[src/hdl/sac_pkg.sv]
`timescale 1ns / 1ps
// shared types and constants of the set-associative true-lru cache model
// no dependencies

package sac_pkg;

    // default sizing, handed to the top level parameters
    localparam int MAX_SET_BITS_DEF = 6;
    localparam int MAX_WAYS_DEF     = 8;
    localparam int ADDR_WIDTH_DEF   = 32;

    // request field and counter widths
    localparam int MODE_W  = 2;
    localparam int TOTAL_W = 32;

    // configuration port
    localparam int CFG_IDX_W  = 2;
    localparam int CFG_DATA_W = 5;
    localparam int CFG_SB_W   = 3;
    localparam int CFG_OFF_W  = 5;
    localparam int CFG_WAYS_W = 4;

    localparam logic [CFG_SB_W-1:0]   SET_BITS_RST = 3'd1;
    localparam logic [CFG_OFF_W-1:0]  OFFSET_RST   = 5'd4;
    localparam logic [CFG_WAYS_W-1:0] WAYS_RST     = 4'd1;

    typedef enum logic [CFG_IDX_W-1:0] {
        CFG_SET_BITS = 2'd0,
        CFG_OFFSET   = 2'd1,
        CFG_WAYS     = 2'd2
    } cfg_idx_t;

    typedef enum logic [MODE_W-1:0] {
        MODE_LOAD   = 2'd0,
        MODE_STORE  = 2'd1,
        MODE_MODIFY = 2'd2,
        MODE_FETCH  = 2'd3
    } mode_t;

    // result of checking one way against the lookup tag
    typedef struct packed {
        logic match;   // valid and tag equal
        logic empty;   // way not valid
        logic lru;     // valid and rank zero
    } way_status_t;

endpackage

[src/hdl/sac_way_cmp.sv]
`timescale 1ns / 1ps
// shared way check unit: one way of a set per cycle against the lookup tag
// depends on sac_pkg

module sac_way_cmp #(
    parameter int TAG_W  = 32,
    parameter int RANK_W = 3
) (
    input  logic              line_valid,
    input  logic [TAG_W-1:0]  line_tag,
    input  logic [RANK_W-1:0] line_rank,
    input  logic [TAG_W-1:0]  lookup_tag,
    output sac_pkg::way_status_t status
);

    always_comb
    begin
        status.match = line_valid && (line_tag == lookup_tag);
        status.empty = !line_valid;
        status.lru   = line_valid && (line_rank == '0);
    end

endmodule

[config.mk]
export PLATFORM = sky130hd
export DESIGN_NAME = sac_way_cmp
export DESIGN_NICKNAME = d
export VERILOG_FILES = /design/src/hdl/sac_pkg.sv /design/src/hdl/sac_way_cmp.sv
export SDC_FILE = /design/constraint.sdc
export NUM_CORES = 1
export LEC_CHECK = 0
export ABC_AREA = 0
export BUFFER_PORTS_ARGS = -buffer_cell sky130_fd_sc_hd__buf_2
export CORE_AREA = 2 2 39 41
export DETAILED_ROUTE_END_ITERATION = 7
export DIE_AREA = 0 0 41 43
export PLACE_DENSITY_LB_ADDON = 0.15
export SYNTH_ARGS = -nofsm -noshare
export SYNTH_HDL_FRONTEND = slang
export SYNTH_SLANG_ARGS = --single-unit
[constraint.sdc]
create_clock -name vclk -period 2.44
set_clock_uncertainty 0.15 [all_clocks]
set_input_delay 0.488 -clock vclk [all_inputs]
set_output_delay 0.488 -clock vclk [all_outputs]
set_load 0.01 [all_outputs]
# ---- Yosys cells after proc, flatten, opt, wreduce, memory -nomap -nowiden
# Index checks and enable logic that the tools add are counted.
dict set report word_totals {
  register_bits 0
  in_bits 68
  wordCells 5
}
dict set report classes {
  n_eq_ne 1
  reduce_logical 4
}
# operator n
set ops {}
lappend ops {{32-bit equality test} 1}
lappend ops {{3-bit zero test} 1}
lappend ops {{1-bit logical AND} 2}
lappend ops {{1-bit zero test} 1}

# ---- Depth between registers and ports, before layout
# Gate-level depths: netlist of the first run.
dict set report logic_depth {
  depth_word 2
  ltp_mapped 4
}

# ---- Worst setup path before layout of the first run
# Ideal clock, no wire load.
dict set report synth_timing {
  kind {input port to output port}
  startpoint {input port lookup_tag[17]}
  endpoint {output port status[2] (netlist name)}
  t_arrival_ns 1.262
  path_slack_ns 0.540
  cell_stages 4
  n_path_buf 0
  cell_sequence {xor2_1 > nor4_1 > nand4_1 > nor3_2}
}
# item line
set synth_lines {}
lappend synth_lines {{start, declared} sac_way_cmp.sv:12} ;# input logic [TAG_W-1:0] lookup_tag,
lappend synth_lines {{end, declared} sac_way_cmp.sv:13} ;# output sac_pkg::way_status_t status

==> impl_metrics.json, run 1 <==
{
  "layout_commonest_cell": "buf_2",
  "ys_warn_count": 0,
  "ctsHoldBuffers": 0,
  "synthSimpleGateAreaFrac_pct": 22.3,
  "finalWirelength_mm": 1.04,
  "hold_class": "primary input to primary output",
  "min_from": "line_rank[2]",
  "multi_input_area_um2": 362,
  "synthAdderAreaFrac_pct": 0,
  "first_iter_violations": 3,
  "worstPathArrival_ns": 1.53,
  "end_kind": "primary output",
  "hold_viol_final": 0,
  "ys_types": 8,
  "dr.pass1.iters": 4,
  "antenna_found_initial": 0,
  "syn_area_um2": 365,
  "n_antenna_cell": 0,
  "grt_pass1_vias": 512,
  "nClkBuffers": 0,
  "synth_top_family_by_area": "XOR/XNOR gates",
  "drc": 0,
  "synthXorXnorAreaFrac_pct": 76.7,
  "die_y_um": 43,
  "syn_avg_cell_area_um2": 7.94,
  "gp_congestion": 0.575,
  "whs_path_depth": 3,
  "start_kind": "primary input",
  "path_class": "primary input to primary output",
  "area_growth_syn_to_layout_pct": 103,
  "tns_ns": 0,
  "cts_setup_buffers": 0,
  "cts_resized": 0,
  "dp.cells": 133,
  "syn_inst": 46,
  "start_util_pct": 26.4,
  "seq_cells": 0,
  "die_w_um": 41,
  "layout-drive-gt1-share_pct": 61.5,
  "wl_per_cell_um": 7.80,
  "ir_drop_mv": 0.0640,
  "fin_nets": 187,
  "via_per_inst": 4.44,
  "fill_cells": 147,
  "io_buffers": 71,
  "synth_compound_gate_area_share_pct": 0,
  "powerDensity_nw_per_um2": 141,
  "max_freq_mhz": 461,
  "synth_area_leaders": "xor2_1 (74%), nor4_1 (14%), nand3_1 (2.7%), nor3_2 (2.7%), xnor2_1 (2.4%)",
  "die-area_um2": 1760,
  "grt_pass1_wl_mm": 1.68,
  "crit_path_max_fanout": 1,
  "ys_seq_area_share_pct": 0,
  "outcome": "finished, final reports clean",
  "ios": 71,
  "synth_area_leader_cell": "xor2_1",
  "gr-total-overflow": 0,
  "setup_violations": 0,
  "antenna_left": 0,
  "slew_viol_final": 0,
  "synth.area.mux_share_pct": 0,
  "power.leakage_nw": 0.428,
  "critPathLaunch": "lookup_tag[28]",
  "synth_top_area_share_pct": 74.3,
  "num_vias": 590,
  "max_slew.worst_pin.slew_ns": 0.267,
  "core_um2": 1380,
  "rsz0062_at_grt": "no",
  "maxCapViolCount": 0,
  "required_ns": 1.80,
  "maxSlewHeadroom_pct": 82.0,
  "hpwl_um": 999,
  "grt_max_degree": 3,
  "grtUsageTotal_pct": 12.5,
  "rows": 14,
  "finalCritPeriodShare_pct": 88.9,
  "syn_nets": 114,
  "final_cell_mix": "buf_2 (71), xor2_1 (31), nor4_1 (8), nand3_1 (2)",
  "layout.cells.non_filler": 133,
  "seq_area_um2": 0,
  "fin_crit_ns": 2.17
}
[power by group]
part | total [mW] | leakage (nW) | internal (mW) | switching [mW]
clock network | 0 | 0 | 0 | 0
registers | 0 | 0 | 0 | 0
logic | 0.104 | 0.428 | 0.0640 | 0.0402
[stage by stage]
stage	util, %	worst slack, ns	total power [mW]	hold slack, ns	area [um^2]
after floorplan	-	0.540	0.0394	0.873	365
after global placement	53.5	0.208	0.103	1.06	741
after detailed placement	53.5	0.232	0.105	1.06	741
after CTS	53.5	0.228	0.106	1.06	741
after global routing	53.5	0.0764	0.119	1.08	741
final	53.5	0.272	0.104	1.06	741
[per-layer routing]
layer / share of wire [%] / global-route usage, % / vias to the layer above
met5: 0 / 0 / -
met4: 0 / 0 / 0
met3: 15 / 0 / 0
met2: 54 / 27.2 / 40
met1: 31 / 12.0 / 249
li1: - / - / 301
[worst max-delay path, stage by stage]
cell and delay [ns]:
buf_2 0.10, xor2_1 0.15, nor4_1 0.30, nand4_1 0.16, nor3_2 0.18, buf_2 0.15
[cell type report]
cell class,instances,area share [%]
tap,16,2.70
timing repair buffer,71,48.0
inverter,1,0.507
multi-input combinational,45,48.8
[cell families (layout without fill, tap and decap cells)]
logic type / count (synthesis) / after routing
xor+xnor: 32 / 32
buf+inv: 1 / 72
simple gates: 13 / 13
[final timing paths]
path	to	slack [ns]
min	status[0]	1.06
max	status[2]	0.27
[cells in the mapped netlist, drive strengths merged]
cell	n
nor3	2
inv	1
nand4	1
nand3	2
xnor2	1
xor2	31
nor4	8
Note: power is estimated with default switching activity, not from simulation.
==> inputs of run 2 (changes only) <==
- ABC_AREA: 0 -> 1
- CORE_AREA: 2 2 39 41 -> default
- CORE_UTILIZATION: default -> 38
- DIE_AREA: 0 0 41 43 -> default
==> run 2 against run 1 <==
Compared with the run above:
- sequential share of layout area stayed put
- critical path depth is 4 higher
- routed wire length is 45% higher
- first-iteration DRC count grew to 5.0 times the previous value
- synthesized area is 63% higher
- critical path type unchanged
- largest cell class unchanged
==> impl_metrics.json, run 2 <==
{
  "grtUsageTotal_pct": 16.9,
  "outcome": "finished, final reports clean",
  "maxSlewHeadroom_pct": 86.2,
  "rsz0062_at_grt": "no",
  "fin_crit_ns": 1.90,
  "p_sw_share_pct": 45.4,
  "gp_congestion": 0.705,
  "die_w_um": 41.5,
  "rows": 13,
  "synth.cells.most_frequent": "nand2_1 (64), inv_1 (39), nor2_1 (23), xnor2_1 (9)",
  "ys_seq_area_share_pct": 0,
  "syn_inst": 142,
  "layout-drive-gt1-share_pct": 33.3,
  "n_antenna_cell": 0,
  "core_um2": 1380,
  "first_iter_violations": 15,
  "grt_max_degree": 4,
  "max_freq_mhz": 527,
  "p_clk_share_pct": 0,
  "ios": 71,
  "layout_commonest_cell": "buf_2",
  "die-area_um2": 1730,
  "area_growth_syn_to_layout_pct": 62.9,
  "synth_area_leader_cell": "nand2_1",
  "synth_top_area_share_pct": 40.4,
  "comb_power_share_pct": 100.0,
  "wl_met2_um": 761,
  "final_cell_mix": "buf_2 (71), nand2_1 (64), inv_1 (39), nor2_1 (23), xnor2_1 (9)",
  "die_y_um": 41.5,
  "finalWirelength_mm": 1.51,
  "start_util_pct": 43.0,
  "ctsHoldBuffers": 0,
  "slew_viol_final": 0,
  "hold_viol_final": 0,
  "yosys.cell_count.top_type": "nand2_1",
  "max_slew.worst_pin.slew_ns": 0.205,
  "intPower_mw": 0.0735,
  "ys_warn_count": 0,
  "gr-total-overflow": 0,
  "cts_setup_buffers": 0,
  "hold_class": "primary input to primary output",
  "nClkBuffers": 0,
  "seq_area_um2": 0,
  "fin_nets": 283,
  "p_seq_share_pct": 0,
  "tns_ns": 0,
  "grt_pass1_wl_mm": 2.55,
  "dr.pass1.iters": 4,
  "highest_layer": "met3",
  "hpwl_mm": 1.43,
  "grt_pass1_vias": 719,
  "num_vias": 940,
  "syn_area_um2": 594,
  "start_kind": "primary input",
  "required_ns": 1.80,
  "powerDensity_nw_per_um2": 139,
  "power_switching_mw": 0.0610,
  "total_power_mw": 0.134,
  "ir_drop_mv": 0.0746,
  "drc": 0,
  "syn_avg_cell_area_um2": 4.19,
  "finalCritPeriodShare_pct": 77.7,
  "syn_nets": 210,
  "setup_violations": 0,
  "routed-wl-met3_um": 100,
  "seq_cells": 0,
  "path_class": "primary input to primary output",
  "cts_resized": 0,
  "wl_per_cell_um": 6.60,
  "ys_types": 9,
  "power.leakage_nw": 0.730,
  "antenna_left": 0,
  "met1Wirelength_um": 643,
  "end_kind": "primary output",
  "synth_area_leaders": "nand2_1 (40%), inv_1 (25%), nor2_1 (15%), xnor2_1 (13%), nand3_1 (1.7%)",
  "antenna_found_initial": 0,
  "io_buffers": 71,
  "crit_path_max_fanout": 2,
  "via_per_inst": 4.12,
  "worstPathArrival_ns": 1.26,
  "maxCapViolCount": 0
}
==> run 2: cell types whose count changed after synthesis, sizes merged <==
cell    before  now
nor4         8    1
nor2         0   23
nand2        0   64
xor2        31    1
xnor2        1    9
o211ai       0    1
o21ai        0    2
inv          1   39
nor3         2    0
nand4        1    0
==> run 2: final timing paths <==
| kind | start | to | slack [ns] | cells past startpoint |
|---|---|---|---|---|
| max | lookup_tag[21] | status[2] | 0.54 | 10 |
| min | line_rank[2] | status[0] | 1.06 | 3 |
==> run 2: power by group through the flow <==
stage                     registers, mW  clock network [mW]  logic, mW
after floorplan                       0                   0     0.0647
after global placement                0                   0      0.131
after detailed placement              0                   0      0.135
after CTS                             0                   0      0.135
after global routing                  0                   0      0.155
final                                 0                   0      0.134
==> run 2: worst max-delay path, stage by stage <==
cell and delay (ns):
buf_2 0.09, inv_1 0.03, nand2_1 0.05, nand2_1 0.05, nor2_1 0.11, nand2_1 0.06
nor2_1 0.10, nand3_1 0.07, nor2_1 0.08, buf_2 0.13
==> run 2: through the flow <==
step / utilization, % / area [um^2] / instances / hold WS [ns] / worst slack, ns
floorplan: - / 594 / 142 / 0.873 / 0.740
global placement: 70.0 / 968 / 228 / 1.06 / 0.556
detailed placement: 70.0 / 968 / 228 / 1.06 / 0.539
CTS: 70.0 / 968 / 228 / 1.06 / 0.539
global route: 70.0 / 968 / 228 / 1.06 / 0.322
finish: 70.0 / 968 / 228 / 1.06 / 0.544
==> run 2: final cells by class <==
class / count / area (um^2)
fill: 151 / 414
inverter: 39 / 146
tap: 15 / 18.8
timing repair buffer: 71 / 355
multi-input combinational: 103 / 448
==> run 2: logic make-up (layout without fill, tap and decap cells) <==
group / after synthesis / count (layout) / share of synthesized area [%]
compound gates: 3 / 3 / 2.95
xor+xnor: 10 / 10 / 14.7
buf+inv: 39 / 110 / 24.6
simple gates: 90 / 90 / 57.7
==> run 2: layer usage <==
layer,up-vias,global-route usage (%)
met3,0,0.435
li1,537,-
met1,369,21.0
met4,0,1.29
met5,-,0
met2,34,32.8
==> inputs of run 3 (changes only) <==
- CORE_UTILIZATION: 38 -> 35
- clock period: 2.44 -> 1.8 ns (I/O delays scaled with it)
==> run 3 against run 2 <==
Compared with the run above:
- die area increased by 8.2%
- largest cell class unchanged
- sequential cell count stayed put
- critical path type unchanged
- power grew 36%
- final area rose by 0.39%
- count of clock-buffer cells in the layout is the same
==> impl_metrics.json, run 3 (synthesis gave the netlist of run 2 again) <==
{
  "hpwl_mm": 1.50,
  "n_antenna_cell": 0,
  "fin_nets": 283,
  "required_ns": 1.29,
  "wl_per_cell_um": 6.93,
  "gr-total-overflow": 0,
  "rsz0062_at_grt": "no",
  "final_cell_mix": "buf_2 (71), nand2_1 (64), inv_1 (39), nor2_1 (22), xnor2_1 (9)",
  "first_iter_violations": 13,
  "num_vias": 946,
  "die-area_um2": 1870,
  "seq_area_um2": 0,
  "worstPathArrival_ns": 1.13,
  "drc": 0,
  "total_power_mw": 0.183,
  "rows": 14,
  "layout_commonest_cell": "buf_2",
  "core_um2": 1540,
  "finalWirelength_mm": 1.59,
  "dr.pass1.iters": 4,
  "fin_crit_ns": 1.64,
  "setup_violations": 0,
  "antenna_left": 0,
  "pre_cts_slack_ns": 0.154,
  "hold_class": "primary input to primary output",
  "finalCritPeriodShare_pct": 91.0,
  "via_per_inst": 4.13,
  "layout-drive-gt1-share_pct": 33.8,
  "nClkBuffers": 0,
  "crit_path_max_fanout": 2,
  "max_slew.worst_pin.slew_ns": 0.204,
  "grt_max_degree": 4,
  "grtUsageTotal_pct": 17.2,
  "maxSlewHeadroom_pct": 86.3,
  "max_freq_mhz": 611,
  "area_growth_syn_to_layout_pct": 63.6,
  "ir_drop_mv": 0.0831,
  "gp_congestion": 0.753,
  "powerDensity_nw_per_um2": 188,
  "die_w_um": 43.2,
  "power.leakage_nw": 0.730,
  "maxCapViolCount": 0,
  "cts_setup_buffers": 0,
  "path_class": "primary input to primary output",
  "tns_ns": 0,
  "die_y_um": 43.2,
  "utilization_pct": 63.1,
  "grt_pass1_vias": 811,
  "ios": 71,
  "io_buffers": 71,
  "antenna_found_initial": 0,
  "slew_viol_final": 0,
  "timing.final.ws_setup_ns": 0.162,
  "start_kind": "primary input",
  "start_util_pct": 38.6,
  "seq_cells": 0,
  "grt_pass1_wl_mm": 2.68,
  "end_kind": "primary output",
  "outcome": "finished, final reports clean",
  "hold_viol_final": 0
}
[run 3: cell counts in the layout (fill, tap and decap cells not counted)]
Identical to the previous run, type by type.
[run 3: area by class of cell]
cell class	instances	area, um^2
Multi-Input combinational cell	103	450
Fill cell	193	569
Tap cell	16	20.0
Timing Repair Buffer	71	355
Inverter	39	146
[run 3: final timing paths]
kind	from	end	slack, ns	cells past startpoint
setup / recovery	lookup_tag[10]	status[2]	0.16	9
hold / removal	line_rank[2]	status[0]	0.80	3
[run 3: repair_timing]
item	4_1_cts	5_1_grt
hold buffers	0	0
resized for setup	0	1
setup endpoints to repair	0	1
[run 3: power breakdown]
group | total (mW) | leakage (nW) | internal, mW | switching [mW]
logic | 0.183 | 0.730 | 0.0997 | 0.0836
registers | 0 | 0 | 0 | 0
clock network | 0 | 0 | 0 | 0
total | 0.183 | 0.730 | 0.0997 | 0.0836
[run 3: routing by layer]
layer  GRT usage [%]  vias up  wire (um)
met3               0        0        100
met2            37.3       34        842
met1            18.2      372        643
met5               0        -          0
li1                -      540          -
met4            1.21        0          0
[run 3: metrics by stage]
step           area [um^2]  hold slack [ns]  cells
4_1_cts                970            0.803    229
2_1_floorplan          594            0.617    142
3_5_place_dp           970            0.800    229
5_1_grt                972            0.811    229
3_3_place_gp           970            0.800    229
6_report               972            0.802    229
[run 3: worst max-delay path, cell delays in order]
cell,delay (ns)
buf_2,0.10
nor2_1,0.09
nor2_1,0.05
nor2_1,0.08
nand2_1,0.06
nor2_2,0.10
nand3_1,0.07
nor2_1,0.08
buf_2,0.13
